==> src/sv/rqs_pkg.sv <==
// Shared types and constants of the ready queue scheduler
package rqs_pkg;

    localparam int QueueDepthDefault = 16;

    localparam int ID_W    = 8;
    localparam int BURST_W = 16;
    localparam int LVL_W   = 5;
    localparam int MODE_W  = 2;
    localparam int QCNT_W  = 5;

    // Policy codes
    localparam logic [MODE_W-1:0] MODE_FCFS = 2'd0;
    localparam logic [MODE_W-1:0] MODE_SJF  = 2'd1;
    localparam logic [MODE_W-1:0] MODE_PRIO = 2'd2;

    // Item kinds
    localparam logic KIND_ENQ   = 1'b0;
    localparam logic KIND_SCHED = 1'b1;

    // One queued job
    typedef struct packed {
        logic [ID_W-1:0]    id;
        logic [BURST_W-1:0] burst;
        logic [LVL_W-1:0]   level;
    } t_entry;

    // What every cell does this cycle
    typedef enum logic [1:0] {
        OP_HOLD   = 2'd0,
        OP_LOAD   = 2'd1,
        OP_ROTATE = 2'd2,
        OP_REMOVE = 2'd3
    } t_cell_op;

    // Chosen job as seen by the sequencer
    typedef struct packed {
        logic [ID_W-1:0]  id;
        logic [LVL_W-1:0] level;
    } t_pick;

endpackage

==> src/sv/ready_queue_scheduler.sv <==
// An enqueue or an empty schedule goes from the done state into the output register. A schedule
// first makes a full rotation of the cell row past the single pick unit, then a shift to close the
// gap, then the load into the output register.
// A new word is taken once the previous one is in the output register; a stalled result word
// holds off both enqueues and schedules.
// Synchronous active-low reset empties the queue, clears level and policy; no word is taken.
module ready_queue_scheduler
    import rqs_pkg::*;
#(
    parameter int QUEUE_DEPTH = QueueDepthDefault
) (
    input  logic               i_clk,
    input  logic               i_rst_n,
    input  logic               i_cfg_we,
    input  logic [MODE_W-1:0]  i_cfg_data,
    input  logic               i_in_valid,
    output logic               o_in_stall,
    input  logic               i_kind,
    input  logic [ID_W-1:0]    i_job_id,
    input  logic [BURST_W-1:0] i_burst_time,
    input  logic [LVL_W-1:0]   i_job_priority,
    output logic               o_out_valid,
    input  logic               i_out_stall,
    output logic [ID_W-1:0]    o_picked_id,
    output logic               o_picked,
    output logic               o_rejected,
    output logic [QCNT_W-1:0]  o_queue_count
);

    localparam int CW = $clog2(QUEUE_DEPTH + 1);
    localparam int IW = $clog2(QUEUE_DEPTH);
    localparam logic [CW-1:0] FULL_CNT = CW'(QUEUE_DEPTH);
    localparam logic [IW-1:0] LAST_IDX = IW'(QUEUE_DEPTH - 1);

    typedef enum logic [3:0] {
        S_IDLE   = 4'b0001,
        S_SCAN   = 4'b0010,
        S_REMOVE = 4'b0100,
        S_DONE   = 4'b1000
    } t_state;

    t_state              r_state;
    t_state              n_state;
    logic [CW-1:0]       r_count;
    logic [CW-1:0]       n_count;
    logic [LVL_W-1:0]    r_cur_level;
    logic [LVL_W-1:0]    n_cur_level;
    logic [MODE_W-1:0]   r_mode;
    logic [IW-1:0]       r_k;
    logic [IW-1:0]       n_k;
    logic [ID_W-1:0]     r_res_id;
    logic [ID_W-1:0]     n_res_id;
    logic                r_res_picked;
    logic                n_res_picked;
    logic                r_res_rejected;
    logic                n_res_rejected;
    logic                r_out_valid;
    logic                n_out_valid;
    logic [ID_W-1:0]     r_out_id;
    logic                r_out_picked;
    logic                r_out_rejected;
    logic [CW-1:0]       r_out_count;

    logic                w_in_acc;
    logic                w_full;
    logic                w_out_load;
    t_cell_op            w_op;
    t_entry              w_load;
    t_entry              w_entry [QUEUE_DEPTH];
    logic [IW-1:0]       w_sel_idx;
    t_pick               w_pick;
    logic [CW+QCNT_W-1:0] w_count_ext;

    assign o_in_stall = !i_rst_n || (r_state != S_IDLE);
    assign w_in_acc   = i_in_valid && !o_in_stall;
    assign w_full     = (r_count == FULL_CNT);
    assign w_out_load = (r_state == S_DONE) && (!r_out_valid || !i_out_stall);
    assign w_load     = '{id: i_job_id, burst: i_burst_time, level: i_job_priority};

    // Drive the cell row
    always_comb begin
        case (r_state)
            S_IDLE: begin
                if (w_in_acc && (i_kind == KIND_ENQ) && !w_full) begin
                    w_op = OP_LOAD;
                end else begin
                    w_op = OP_HOLD;
                end
            end
            S_SCAN:   w_op = OP_ROTATE;
            S_REMOVE: w_op = OP_REMOVE;
            default:  w_op = OP_HOLD;
        endcase
    end

    // Row of cells closed into a ring; cell 0 is the head
    for (genvar g = 0; g < QUEUE_DEPTH; g++) begin : g_cell
        localparam int NXT = (g + 1) % QUEUE_DEPTH;
        rqs_cell #(
            .QUEUE_DEPTH (QUEUE_DEPTH),
            .CELL_IDX    (g)
        ) u_cell (
            .i_clk   (i_clk),
            .i_op    (w_op),
            .i_count (r_count),
            .i_sel   (w_sel_idx),
            .i_load  (w_load),
            .i_next  (w_entry[NXT]),
            .o_entry (w_entry[g])
        );
    end

    rqs_scan #(
        .QUEUE_DEPTH (QUEUE_DEPTH)
    ) u_scan (
        .i_clk       (i_clk),
        .i_rst_n     (i_rst_n),
        .i_step      (r_state == S_SCAN),
        .i_first     (r_k == '0),
        .i_live      (CW'(r_k) < r_count),
        .i_idx       (r_k),
        .i_head      (w_entry[0]),
        .i_cur_level (r_cur_level),
        .i_mode      (r_mode),
        .o_sel_idx   (w_sel_idx),
        .o_pick      (w_pick)
    );

    // Sequencer
    always_comb begin
        n_state        = r_state;
        n_count        = r_count;
        n_cur_level    = r_cur_level;
        n_k            = r_k;
        n_res_id       = r_res_id;
        n_res_picked   = r_res_picked;
        n_res_rejected = r_res_rejected;
        case (r_state)
            S_IDLE: begin
                if (w_in_acc) begin
                    n_res_id       = '0;
                    n_res_picked   = 1'b0;
                    n_res_rejected = 1'b0;
                    n_k            = '0;
                    if (i_kind == KIND_ENQ) begin
                        if (w_full) begin
                            n_res_rejected = 1'b1;
                        end else begin
                            n_count = r_count + 1'b1;
                        end
                        n_state = S_DONE;
                    end else if (r_count == '0) begin
                        n_state = S_DONE;
                    end else begin
                        n_state = S_SCAN;
                    end
                end
            end
            S_SCAN: begin
                n_k = r_k + 1'b1;
                if (r_k == LAST_IDX) begin
                    n_state = S_REMOVE;
                end
            end
            S_REMOVE: begin
                n_count      = r_count - 1'b1;
                n_res_id     = w_pick.id;
                n_res_picked = 1'b1;
                if (r_mode == MODE_PRIO) begin
                    n_cur_level = w_pick.level;
                end
                n_state = S_DONE;
            end
            S_DONE: begin
                if (w_out_load) begin
                    n_state = S_IDLE;
                end
            end
            default: begin
                n_state = S_IDLE;
            end
        endcase
    end

    // Output register: load a finished word, drop it once taken
    always_comb begin
        n_out_valid = r_out_valid;
        if (w_out_load) begin
            n_out_valid = 1'b1;
        end else if (r_out_valid && !i_out_stall) begin
            n_out_valid = 1'b0;
        end
    end

    always_ff @(posedge i_clk) begin
        if (!i_rst_n) begin
            r_state     <= S_IDLE;
            r_count     <= '0;
            r_cur_level <= '0;
            r_mode      <= MODE_FCFS;
            r_out_valid <= 1'b0;
        end else begin
            r_state     <= n_state;
            r_count     <= n_count;
            r_cur_level <= n_cur_level;
            r_out_valid <= n_out_valid;
            if (i_cfg_we) begin
                r_mode <= i_cfg_data;
            end
        end
    end

    always_ff @(posedge i_clk) begin
        r_k            <= n_k;
        r_res_id       <= n_res_id;
        r_res_picked   <= n_res_picked;
        r_res_rejected <= n_res_rejected;
        if (w_out_load) begin
            r_out_id       <= r_res_id;
            r_out_picked   <= r_res_picked;
            r_out_rejected <= r_res_rejected;
            r_out_count    <= r_count;
        end
    end

    assign w_count_ext   = {{QCNT_W{1'b0}}, r_out_count};
    assign o_out_valid   = r_out_valid;
    assign o_picked_id   = r_out_id;
    assign o_picked      = r_out_picked;
    assign o_rejected    = r_out_rejected;
    assign o_queue_count = w_count_ext[QCNT_W-1:0];

endmodule

==> src/sv/rqs_cell.sv <==
// One queue slot: loads a new job, or takes its neighbour's job when the row moves
module rqs_cell
    import rqs_pkg::*;
#(
    parameter int QUEUE_DEPTH = QueueDepthDefault,
    parameter int CELL_IDX    = 0,
    localparam int CW = $clog2(QUEUE_DEPTH + 1),
    localparam int IW = $clog2(QUEUE_DEPTH)
) (
    input  logic          i_clk,
    input  t_cell_op      i_op,
    input  logic [CW-1:0] i_count,
    input  logic [IW-1:0] i_sel,
    input  t_entry        i_load,
    input  t_entry        i_next,
    output t_entry        o_entry
);

    localparam logic [CW-1:0] MY_CNT = CW'(CELL_IDX);
    localparam logic [IW-1:0] MY_IDX = IW'(CELL_IDX);

    t_entry r_entry;
    t_entry n_entry;

    // Pick the slot's next content
    always_comb begin
        n_entry = r_entry;
        case (i_op)
            OP_LOAD: begin
                if (i_count == MY_CNT) begin
                    n_entry = i_load;
                end
            end
            OP_ROTATE: begin
                n_entry = i_next;
            end
            OP_REMOVE: begin
                if (MY_IDX >= i_sel) begin
                    n_entry = i_next;
                end
            end
            default: begin
                n_entry = r_entry;
            end
        endcase
    end

    always_ff @(posedge i_clk) begin
        r_entry <= n_entry;
    end

    assign o_entry = r_entry;

endmodule

==> src/sv/rqs_scan.sv <==
// Serial pick unit: watches the head cell while the row rotates and keeps the best job
module rqs_scan
    import rqs_pkg::*;
#(
    parameter int QUEUE_DEPTH = QueueDepthDefault,
    localparam int IW = $clog2(QUEUE_DEPTH)
) (
    input  logic              i_clk,
    input  logic              i_rst_n,
    input  logic              i_step,
    input  logic              i_first,
    input  logic              i_live,
    input  logic [IW-1:0]     i_idx,
    input  t_entry            i_head,
    input  logic [LVL_W-1:0]  i_cur_level,
    input  logic [MODE_W-1:0] i_mode,
    output logic [IW-1:0]     o_sel_idx,
    output t_pick             o_pick
);

    // Shortest burst so far
    logic [BURST_W-1:0] r_sjf_burst;
    logic [IW-1:0]      r_sjf_idx;
    logic [ID_W-1:0]    r_sjf_id;
    // Lowest level at or above the current level
    logic               r_hi_found;
    logic               n_hi_found;
    logic [LVL_W-1:0]   r_hi_lvl;
    logic [IW-1:0]      r_hi_idx;
    logic [ID_W-1:0]    r_hi_id;
    // Lowest level overall, the fallback
    logic [LVL_W-1:0]   r_lo_lvl;
    logic [IW-1:0]      r_lo_idx;
    logic [ID_W-1:0]    r_lo_id;
    // Front job
    logic [ID_W-1:0]    r_fc_id;

    logic take_sjf;
    logic take_hi;
    logic take_lo;

    // Strict compares keep the earliest job on a tie
    assign take_sjf = i_first || (i_live && (i_head.burst < r_sjf_burst));
    assign take_lo  = i_first || (i_live && (i_head.level < r_lo_lvl));
    assign take_hi  = i_live && (i_head.level >= i_cur_level) &&
                      (i_first || !r_hi_found || (i_head.level < r_hi_lvl));
    assign n_hi_found = i_first ? take_hi : (r_hi_found || take_hi);

    always_ff @(posedge i_clk) begin
        if (!i_rst_n) begin
            r_hi_found <= 1'b0;
        end else if (i_step) begin
            r_hi_found <= n_hi_found;
        end
    end

    always_ff @(posedge i_clk) begin
        if (i_step) begin
            if (take_sjf) begin
                r_sjf_burst <= i_head.burst;
                r_sjf_idx   <= i_idx;
                r_sjf_id    <= i_head.id;
            end
            if (take_hi) begin
                r_hi_lvl <= i_head.level;
                r_hi_idx <= i_idx;
                r_hi_id  <= i_head.id;
            end
            if (take_lo) begin
                r_lo_lvl <= i_head.level;
                r_lo_idx <= i_idx;
                r_lo_id  <= i_head.id;
            end
            if (i_first) begin
                r_fc_id <= i_head.id;
            end
        end
    end

    // Select by policy; FCFS and the unused code serve the front job
    always_comb begin
        case (i_mode)
            MODE_SJF: begin
                o_sel_idx = r_sjf_idx;
                o_pick    = '{id: r_sjf_id, level: i_cur_level};
            end
            MODE_PRIO: begin
                if (r_hi_found) begin
                    o_sel_idx = r_hi_idx;
                    o_pick    = '{id: r_hi_id, level: r_hi_lvl};
                end else begin
                    o_sel_idx = r_lo_idx;
                    o_pick    = '{id: r_lo_id, level: r_lo_lvl};
                end
            end
            default: begin
                o_sel_idx = '0;
                o_pick    = '{id: r_fc_id, level: i_cur_level};
            end
        endcase
    end

endmodule

==> config.mk <==
export PLATFORM = sky130hd
export DESIGN_NAME = ready_queue_scheduler
export DESIGN_NICKNAME = d
export VERILOG_FILES = /design/src/sv/rqs_pkg.sv /design/src/sv/ready_queue_scheduler.sv /design/src/sv/rqs_cell.sv /design/src/sv/rqs_scan.sv
export SDC_FILE = /design/constraint.sdc
export NUM_CORES = 1
export LEC_CHECK = 0
export ABC_AREA = 1
export BUFFER_PORTS_ARGS = -buffer_cell sky130_fd_sc_hd__buf_4
export CAP_MARGIN = 40
export CORE_ASPECT_RATIO = 2
export CORE_MARGIN = 5
export CORE_UTILIZATION = 35
export CTS_CLUSTER_DIAMETER = 50
export DETAILED_ROUTE_END_ITERATION = 10
export PLACE_DENSITY = 0.57
export SYNTH_ARGS = -nofsm -noshare
export SYNTH_HDL_FRONTEND = slang
export SYNTH_HIERARCHICAL = 1
export SYNTH_SLANG_ARGS = --single-unit
==> constraint.sdc <==
create_clock -name i_clk -period 7.3 [get_ports i_clk]
set_input_delay 0.365 -clock i_clk [delete_from_list [all_inputs] [get_ports i_clk]]
set_output_delay 0.365 -clock i_clk [all_outputs]
set_load 0.01 [all_outputs]
==> impl_metrics.csv, run 1 <==
group,metric,value,unit
synth,avgSynthCellArea,11.0,µm²
timing,fmax,270,MHz
cts,cts_tree,"built",
min_path,min_path_type,"in2reg",
power,p_per_area,288,mW/mm²
setup_path,cp.required,7.55,ns
flow_run,maxCapViolCount,0,
synth,yosysMostFrequentCell,"nand2_1",
finish,finalNetCount,2494,
cts,clock-root-buffer,"clkbuf_16",
synth,synth_top_area_cell,"edfxtp_1",
placement,dpl.hpwl,39.6,mm
setup_path,timing_worst_setup_path_type,"reg2reg",
finish,nFillCells,7002,
synth,synth_fp_nets,2453,
global_route,grt_max_degree,174,
setup_path,critPathMostFrequentCell,"nand2_1",
setup_path,critPathArrivalTime,3.95,ns
timing,rsz0062_at_grt,"no",
cts,clockBufferDepth,3,
die,die_h,396,µm
cts,postCtsSetupBuffers,0,
routing,firstDrtPassIters,6,
routing,vias,16500,
synth,ys_ff_latch,581,
timing,drv_slew,0,
finish,drive_above_1_share,13.6,%
synth,synth_cells,2377,
global_route,grt-ovfl-total,0,
cts,clk_pin_slew,0.07,ns
setup_path,crit_fanout,76,
setup_path,worstSetupStartpoint,"r_state[1]",
timing,holdWs,0.0679,ns
synth,synthMuxAreaShare,6.26,%
placement,pre_cts_ws,3.56,ns
die,core,0.0739,mm²
cts,cts_sinks,581,
power,ir_worst_vdd,0.190,mV
die,die_w,203,µm
timing,period_share,50.7,%
cts,htreeDepth,2,
timing,finalHoldViolations,0,
routing,wirelength,62.9,mm
timing,skew,0.0355,ns
synth,synthArstFlopShare,0,%
synth,seq_area_frac_synth,66.2,%
synth,synth_top_cells_by_area,"edfxtp_1 65%, nand2_1 15%, mux2_2 6.3%",
placement,gp_congestion,0.846,
status,status,"finished, final reports clean",
synth,synth-compound-area-share,2.20,%
setup_path,cp-start-kind,"flip-flop",
timing,worst_slack,3.60,ns
setup_path,crit_chain,"inv_1 > nor2_1 > nand2_1 > nand2_4 > buf_4 > inv_2 > nand2_1 > nand2_1 > inv_1 > buf_4",
synth,yosys.area_share.adder,1.90,%
die,dieArea,0.0805,mm²
setup_path,regToRegSetupSlack,3.60,ns
timing,max_slew_margin,38.5,%
die,ios,54,
power,report.power.total,8.35,mW
synth,ys_dominant_reg_cell,"edfxtp_1",
die,start_util,35.3,%
global_route,grtUsageTotal,15.3,%
routing,drtIter0Drc,1278,
finish,diodes,0,
synth,yosysUniqueCellTypes,39,
timing,fin_setup_tns,0,ns
die,num_rows,141,
global_route,grt_pass1_vias,16700,
cts,cts_made_buffers,50,
setup_path,cp-end-kind,"flip-flop",
synth,synthesis.area,0.0261,mm²
setup_path,critical_path.slowest_cell,"buf_4",
cts,clk_latency,0.61,ns
synth,synth-simple-area-share,18.6,%
synth,synthXorXnorAreaFrac,0.0671,%
timing,fin_crit,3.70,ns
synth,yosys_warnings,6,
routing,via_per_inst,4.88,
timing,worst_pin_slew,0.922,ns
synth,yosysTopAreaCellShare,64.8,%
placement,io_buffers,53,
global_route,grt_pass1_wl,97.7,mm
power,leakage,11.4,nW
setup_path,worstReg2RegStart,"r_state[1]",
timing,setup_viol,0,
synth,yosys-top-cells-count,"1,059 x nand2_1, 563 x edfxtp_1, 148 x inv_1",
synth,synth-edff-count,563,
routing,wl_per_cell,18.6,µm
synth,synth_top_family_by_area,"simple AND/OR/NAND/NOR gates",
global_route,antenna_found_initial,2,
routing,drc,0,
routing,ant_nets,0,
setup_path,max_stage_delay,0.72,ns
min_path,hp-start,"i_cfg_we",
finish,synthToLayoutAreaGrowth,11.2,%
registers in the layout, summed over array words and instances (netlist names), 5 cells and up:
register	flops
g_cell.u_cell/o_entry	464
u_scan/r_lo_id	8
u_scan/r_lo_lvl	5
o_picked_id	8
r_cur_level	5
u_scan/r_hi_id	8
r_res_id	8
o_queue_count	5
u_scan/r_hi_lvl	5
u_scan/r_sjf_id	8
u_scan/r_fc_id	8
u_scan/r_sjf_burst	16
r_count	5
final cells by class:
cell class              count  area, µm²  share of cell area (%)
inverters                 160        601                    2.07
multi-input cells        1544       7580                    26.1
well taps                 929       1160                    4.00
clock buffers              55       1290                    4.45
repair buffers             81        648                    2.23
clock inverters            39        480                    1.66
flip-flops and latches    581      17300                    59.5
metrics by stage:
| stage | cells | utilization [%] | instance area (µm²) |
|---|---|---|---|
| floorplan | 2377 | - | 26100 |
| global placement | 3290 | 36.8 | 27200 |
| detailed placement | 3294 | 36.9 | 27200 |
| CTS | 3389 | 39.3 | 29000 |
| global route | 3389 | 39.3 | 29000 |
| finish | 3389 | 39.3 | 29000 |
critical path: cells and delay by family (launching register included):
| family | cells | cell delay (ns) |
|---|---|---|
| AND/OR/NAND/NOR | 5 | 1.07 |
| flip-flops | 1 | 0.44 |
| buffers and inverters | 5 | 1.73 |
metal layers:
layer / part of all wire [%] / wire length (µm) / global-route usage (%)
met1: 39 / 24500 / 17.7
met3: 3.4 / 2150 / 1.60
met4: 3.3 / 2060 / 5.57
met5: 0 / 0 / 0
met2: 54 / 34200 / 29.2
placed cells by master (no fill, tap or decap), types with 5 or more instances in the layout:
cell | synthesis | routed
mux2_2 | 145 | 145
ha_1 | 38 | 38
clkinv_1 | 0 | 9
nor2_1 | 128 | 128
buf_4 | 12 | 77
bufinv_16 | 0 | 10
dfxtp_1 | 18 | 18
nand2_1 | 1059 | 1057
clkbuf_16 | 0 | 51
o21ai_0 | 52 | 52
clkinv_2 | 0 | 12
nand3_1 | 28 | 28
a21oi_1 | 39 | 39
inv_2 | 12 | 12
o21ai_1 | 11 | 11
nand4_1 | 11 | 11
nand2_4 | 4 | 5
inv_1 | 148 | 148
edfxtp_1 | 563 | 563
where the power goes:
part / switching (mW) / total (mW) / leakage, nW / internal, mW
clock: 1.25 / 2.90 / 0.872 / 1.65
sequential: 0.147 / 4.24 / 5.24 / 4.09
combinational: 0.838 / 1.21 / 5.27 / 0.371
total: 2.24 / 8.35 / 11.4 / 6.11
kinds of logic (layout without fill, tap and decap cells):
kind of cell	after synthesis	in the layout
AND/OR/NAND/NOR	1247	1247
flip-flops	581	581
buffers and inverters	252	335
multiplexers	145	145
AO/OA/AOI/OAI	111	111
adder cells (fa/ha/maj)	39	39
XOR/XNOR	2	2
what timing repair did:
item,in CTS,in global routing
endpoints found under the hold margin,1,0
resized for setup,0,0
hold buffers,1,0
worst paths after layout:
kind,endpoint,cells after the start
worst max-delay path,g_cell[4].u_cell/o_entry[14],10
worst min register to register,o_rejected,0
worst min-delay path,r_mode[0],3
worst max register to register,g_cell[4].u_cell/o_entry[14],10
Power figures use the tool's default switching activity.
==> run 2, diff against run 1 <==
--- a/config.mk
+++ b/config.mk
@@ -13,7 +13,7 @@
 export CORE_UTILIZATION = 35
 export CTS_CLUSTER_DIAMETER = 50
 export DETAILED_ROUTE_END_ITERATION = 10
-export PLACE_DENSITY = 0.57
+export PLACE_DENSITY = 0.58
 export SYNTH_ARGS = -nofsm -noshare
 export SYNTH_HDL_FRONTEND = slang
 export SYNTH_HIERARCHICAL = 1
==> constraint.sdc (replaced) <==
create_clock -name i_clk -period 3.1 [get_ports i_clk]
set_input_delay 0.155 -clock i_clk [delete_from_list [all_inputs] [get_ports i_clk]]
set_output_delay 0.155 -clock i_clk [all_outputs]
set_load 0.01 [all_outputs]
==> run 2 against run 1 <==
  * Core utilization increased by 0.63 points
  * Non-clock buffer count increased by 54
  * Power increased by 130%
  * Global-route usage decreased by 0.24 points
  * Critical path type unchanged
  * Largest cell class unchanged
  * Cell count increased by 1.5%
==> impl_metrics.csv, run 2 (synthesis gave the netlist of run 1 again) <==
group,metric,value,unit
status,status,"finished, final reports clean",
timing,holdWs,0.0273,ns
placement,dp_cells,3334,
global_route,grt-ovfl-total,0,
die,core,0.0739,mm²
timing,period_share,91.0,%
placement,placedInstanceArea,0.0278,mm²
setup_path,r2r_cells,10,
finish,largest_reg_flops,464,
timing,worst_pin_slew,0.811,ns
cts,clock-root-buffer,"clkbuf_16",
min_path,hp-start,"i_job_id[1]",
setup_path,critPathArrivalTime,3.06,ns
flow_run,maxCapViolCount,0,
routing,ant_nets,0,
finish,synthToLayoutAreaGrowth,13.0,%
setup_path,cp-start-kind,"flip-flop",
timing,drv_slew,0,
global_route,grt_max_degree,83,
routing,drtIter0Drc,992,
finish,fin_cells,3440,
routing,vias,16600,
finish,final_cell_mix,"1,058 x nand2_1, 563 x edfxtp_1, 148 x inv_1, 145 x mux2_2, 128 x nor2_1",
setup_path,worstSetupStartpoint,"r_state[1]",
cts,clk_latency,0.59,ns
timing,skew,0.0162,ns
power,report.power.total,19.1,mW
finish,fin_area,0.0295,mm²
setup_path,worstReg2RegStart,"r_state[1]",
cts,postCtsSetupBuffers,0,
timing,finalHoldViolations,0,
power,p_per_area,648,mW/mm²
placement,gp_congestion,0.896,
global_route,grtUsageTotal,15.1,%
finish,drive_above_1_share,14.9,%
routing,via_per_inst,4.83,
timing,setup_viol,0,
global_route,grt_pass1_wl,96.1,mm
finish,finalNetCount,2549,
die,dieArea,0.0805,mm²
setup_path,crit_fanout,29,
cts,cts_made_buffers,51,
die,die_w,203,µm
routing,drc,0,
setup_path,regToRegSetupSlack,0.28,ns
cts,cts_sinks,581,
power,ir_worst_vdd,0.392,mV
cts,clk_pin_slew,0.07,ns
setup_path,timing_worst_setup_path_type,"reg2reg",
cts,clockBufferDepth,3,
setup_path,cp-end-kind,"flip-flop",
global_route,grt_pass1_vias,16800,
timing,max_slew_margin,46.0,%
cts,cts_tree,"built",
global_route,antenna_found_initial,2,
setup_path,cp.required,3.34,ns
finish,diodes,0,
min_path,worstHoldEndpoint,"g_cell[4].u_cell/o_entry[22]",
finish,final_common_cell,"nand2_1",
cts,htreeDepth,2,
min_path,holdPathStages,3,
die,ios,54,
setup_path,worstReg2RegEnd,"g_cell[9].u_cell/o_entry[16]",
die,die_h,396,µm
routing,wl_per_cell,18.0,µm
placement,pre_cts_ws,0.306,ns
routing,firstDrtPassIters,5,
placement,io_buffers,53,
timing,fin_setup_tns,0,ns
timing,worst_slack,0.280,ns
timing,fin_crit,2.82,ns
power,leakage,11.6,nW
min_path,min_path_type,"in2reg",
placement,dpl.hpwl,42.0,mm
timing,rsz0062_at_grt,"no",
routing,wirelength,62.1,mm
timing,fmax,355,MHz
die,num_rows,141,
finish,post-route-util,39.9,%
die,start_util,35.3,%
run 2: cell types whose count changed in the layout (fill, tap and decap cells not counted), sizes merged:
cell	before	now
clkinv	22	18
buf	80	121
inv	165	164
dlygate4sd3	1	14
clkinvlp	2	9
clkbuf	55	59
bufinv	10	1
run 2: critical path, cell delays in order, from the launching register on:
cell and delay (ns):
dfxtp_1 0.37, nor2_4 0.19, nand2_4 0.20, nand2_4 0.27
nand2_4 0.10, inv_1 0.54, nand2_1 0.12, nor2_1 0.13
nand2_1 0.06, nand2_1 0.05, buf_4 0.39
run 2: layer usage:
layer,track usage (%),vias to the layer above,wire [µm]
li1,-,8086,-
met1,16.3,8052,23300
met2,29.6,339,34500
met3,1.73,122,1880
met4,6.09,0,2410
met5,0,-,0
run 2: how the worst max path moves through the flow:
stage / endpoint / slack (ns) / cells past startpoint
3_5_place_dp: g_cell[8].u_cell/o_entry[15] / 0.31 / 11
3_3_place_gp: g_cell[14].u_cell/o_entry[11] / 0.27 / 12
5_1_grt: g_cell[10].u_cell/o_entry[14] / 0.07 / 12
2_1_floorplan: g_cell[13].u_cell/o_entry[0] / 0.05 / 9
6_report: g_cell[9].u_cell/o_entry[16] / 0.28 / 10
4_1_cts: g_cell[8].u_cell/o_entry[7] / 0.28 / 11
run 2: final cells by class:
class | count | area [µm²]
Inverter | 160 | 601
Timing Repair Buffer | 135 | 1290
Clock inverter | 32 | 264
Sequential cell | 581 | 17300
Tap cell | 929 | 1160
Clock buffer | 59 | 1330
Fill cell | 6862 | 44400
Multi-Input combinational cell | 1544 | 7580
run 2: what timing repair did:
action	4_1_cts	5_1_grt
hold endpoints to repair	55	0
hold buffers	14	0
endpoints found under the setup margin	0	0
resized for setup	0	0
run 2: report_power, final:
part           switching (mW)  internal [mW]  total (mW)  leakage, nW
Combinational            2.01           1.04        3.05         5.58
Clock                    2.93           3.21        6.14        0.756
Sequential              0.295           9.64        9.93         5.24
==> run 3, diff against run 2 <==
--- a/config.mk
+++ b/config.mk
@@ -10,11 +10,10 @@
 export CAP_MARGIN = 40
 export CORE_ASPECT_RATIO = 2
 export CORE_MARGIN = 5
-export CORE_UTILIZATION = 35
+export CORE_UTILIZATION = 50
 export CTS_CLUSTER_DIAMETER = 50
 export DETAILED_ROUTE_END_ITERATION = 10
-export PLACE_DENSITY = 0.58
+export PLACE_DENSITY = 0.76
 export SYNTH_ARGS = -nofsm -noshare
 export SYNTH_HDL_FRONTEND = slang
-export SYNTH_HIERARCHICAL = 1
 export SYNTH_SLANG_ARGS = --single-unit
==> run 3 against run 2 <==
  * Die area down 35%
  * Sequential share of layout area up 6.4 points
  * Global-route usage up 5.5 points
  * Maximum frequency up 4.9%
  * Critical endpoint is now u_scan.r_hi_id[2]
  * Setup slack better by 0.13 ns
  * Critical path depth unchanged
  * Largest cell class unchanged
  * Register-to-register slack better by 0.13 ns
  * Core utilization up 16 points
  * Largest power group unchanged
  * Flip-flop and latch count unchanged
==> impl_metrics.csv, run 3 <==
group,metric,value,unit
min_path,min_path_type,"in2reg",
cts,cts_tree,"built",
synth,yosysUniqueCellTypes,31,
power,ir_worst_vdd,0.398,mV
timing,finalHoldViolations,0,
routing,drtIter0Drc,1749,
finish,synthToLayoutAreaGrowth,11.4,%
synth,ys_dominant_reg_cell,"edfxtp_1",
die,num_rows,113,
finish,nFillCells,3725,
timing,period_share,86.7,%
routing,vias,15100,
power,netSwitchingPower,4.61,mW
cts,cts_resized,0,
routing,drc,0,
timing,rsz0062_at_grt,"no",
synth,synth-edff-count,563,
finish,diodes,0,
timing,max_slew_margin,45.6,%
setup_path,critical_path.slowest_cell,"dfxtp_1",
synth,yosys_warnings,0,
cts,clk_latency,0.58,ns
setup_path,cp-start-kind,"flip-flop",
synth,synthArstFlopShare,0,%
placement,gp_congestion,0.902,
timing,drv_slew,0,
timing,worst_slack,0.412,ns
status,status,"finished, final reports clean",
synth,yosysTopAreaCellShare,70.8,%
power,clock_power_share,32.4,%
cts,htreeDepth,2,
setup_path,crit_fanout,17,
timing,fmax,372,MHz
die,core,0.0474,mm²
synth,avgSynthCellArea,11.4,µm²
finish,final_common_cell,"nand2_1",
timing,skew,0.0356,ns
routing,ant_nets,0,
setup_path,max_stage_delay,0.57,ns
finish,drive_above_1_share,9.70,%
synth,seq_area_frac_synth,72.3,%
placement,dpl.hpwl,34.7,mm
global_route,grt_pass1_vias,15400,
synth,yosys-top-cells-count,"1,043 x nand2_1, 563 x edfxtp_1, 84 x inv_1",
cts,hold_buffers,8,
setup_path,crit_chain,"inv_1 > ha_1 > nand2_1 > inv_1 > o21ai_0 > nand3_1 > nor2_1 > nand2_1 > a21oi_1 > buf_4",
synth,synth_cells,2085,
power,p_per_area,666,mW/mm²
synth,synth_top_cells_by_area,"edfxtp_1 71%, nand2_1 16%, ha_1 2.1%",
placement,pre_cts_ws,0.489,ns
global_route,grt-ovfl-total,0,
global_route,grtUsageTotal,20.6,%
finish,post-route-util,56.1,%
synth,synth_top_area_cell,"edfxtp_1",
routing,wirelength,54.2,mm
synth,synth_fp_nets,2163,
timing,holdWs,0.0854,ns
finish,final_cell_mix,"1,043 x nand2_1, 563 x edfxtp_1, 84 x inv_1, 75 x buf_4, 50 x a21oi_1",
power,p_comb_share,12.6,%
synth,yosysMostFrequentCell,"nand2_1",
global_route,grt_pass1_wl,84.1,mm
timing,setup_viol,0,
routing,firstDrtPassIters,6,
timing,worst_pin_slew,0.816,ns
finish,largest_reg_flops,464,
cts,clk_pin_slew,0.08,ns
cts,clockBufferDepth,3,
finish,fin_cells,2798,
global_route,antenna_found_initial,0,
synth,synthesis.area,0.0239,mm²
placement,io_buffers,53,
cts,cts_made_buffers,45,
power,switching_share,26.1,%
global_route,grt_max_degree,167,
routing,via_per_inst,5.41,
synth,ys_ff_latch,581,
finish,finalNetCount,2211,
power,leakage,9.98,nW
cts,clock-root-buffer,"clkbuf_16",
setup_path,cp-end-kind,"flip-flop",
setup_path,cp.required,3.33,ns
power,report.power.total,17.7,mW
cts,cts_sinks,581,
power,seqPwrFrac,55.0,%
setup_path,timing_worst_setup_path_type,"reg2reg",
flow_run,maxCapViolCount,0,
die,dieArea,0.0525,mm²
power,p_int,13.1,mW
setup_path,critPathArrivalTime,2.91,ns
placement,dp_cells,2710,
routing,wl_per_cell,19.4,µm
cts,postCtsSetupBuffers,0,
timing,fin_crit,2.69,ns
die,start_util,50.4,%
die,ios,54,
die,die_w,165,µm
die,die_h,319,µm
[run 3: cell count changes after synthesis, sizes merged, moves of 5 or more]
cell / before / now
nor2: 134 / 49
nand3: 28 / 23
o21ai: 63 / 45
inv: 160 / 86
o21a: 1 / 11
a21oi: 40 / 52
mux2: 145 / 0
[run 3: final cells by class]
| type | count | area [µm²] | area share [%] |
|---|---|---|---|
| flip-flops and latches | 581 | 17300 | 65.0 |
| multi-input cells | 1318 | 5790 | 21.8 |
| clock buffers | 52 | 1170 | 4.42 |
| repair buffers | 99 | 963 | 3.62 |
| well taps | 632 | 791 | 2.97 |
| inverters | 88 | 333 | 1.25 |
| clock inverters | 28 | 267 | 1.00 |
[run 3: stage by stage]
step	TNS [ns]	cell area [µm²]
after floorplan	-33.21	23900
after global placement	0	25100
after detailed placement	0	25100
after CTS	0	26600
after global routing	0	26600
final	0	26600
[run 3: power by group through the flow]
stage	Sequential, mW	Combinational [mW]	Clock (mW)
6_report	9.73	2.23	5.74
5_1_grt	9.77	2.47	6.13
4_1_cts	9.73	2.24	5.82
3_5_place_dp	9.90	2.21	0
3_3_place_gp	9.88	2.12	0
2_1_floorplan	9.82	1.43	0
[run 3: path summary, 6_finish.rpt]
path                            cells past startpoint  slack [ns]                 to         from
worst max-delay path                               10        0.41  u_scan.r_hi_id[2]   r_count[2]
worst min-delay path                                4        0.09         r_state[0]   i_in_valid
worst max register to register                     10        0.41  u_scan.r_hi_id[2]   r_count[2]
worst min register to register                      0        0.42     o_picked_id[7]  r_res_id[7]
[run 3: cell families (layout without fill, tap and decap cells)]
| logic type | count (synthesis) | after routing | share of synthesized area [%] |
|---|---|---|---|
| and+or+nand+nor | 1160 | 1160 | 19.0 |
| buffers and inverters | 186 | 267 | 3.87 |
| AOI/OAI and AO/OA | 114 | 114 | 2.55 |
| DFF | 581 | 581 | 72.3 |
| adders and majority gates | 41 | 41 | 2.15 |
| xor gates and xnor gates | 3 | 3 | 0.110 |
[run 3: critical path: cells and delay by family (launching register included)]
kind / cells / cell delay (ns)
AOI/OAI and AO/OA: 2 / 0.35
DFF: 1 / 0.57
adders and majority gates: 1 / 0.34
and+or+nand+nor: 4 / 0.52
buffers and inverters: 3 / 0.53
[run 3: metal layers]
layer / part of all wire, % / wire length (µm) / global-route usage [%]
met4: 5.2 / 2810 / 10.3
met2: 53 / 28600 / 37.0
met5: 0 / 0 / 0
met1: 36 / 19600 / 24.0
met3: 5.9 / 3220 / 2.62
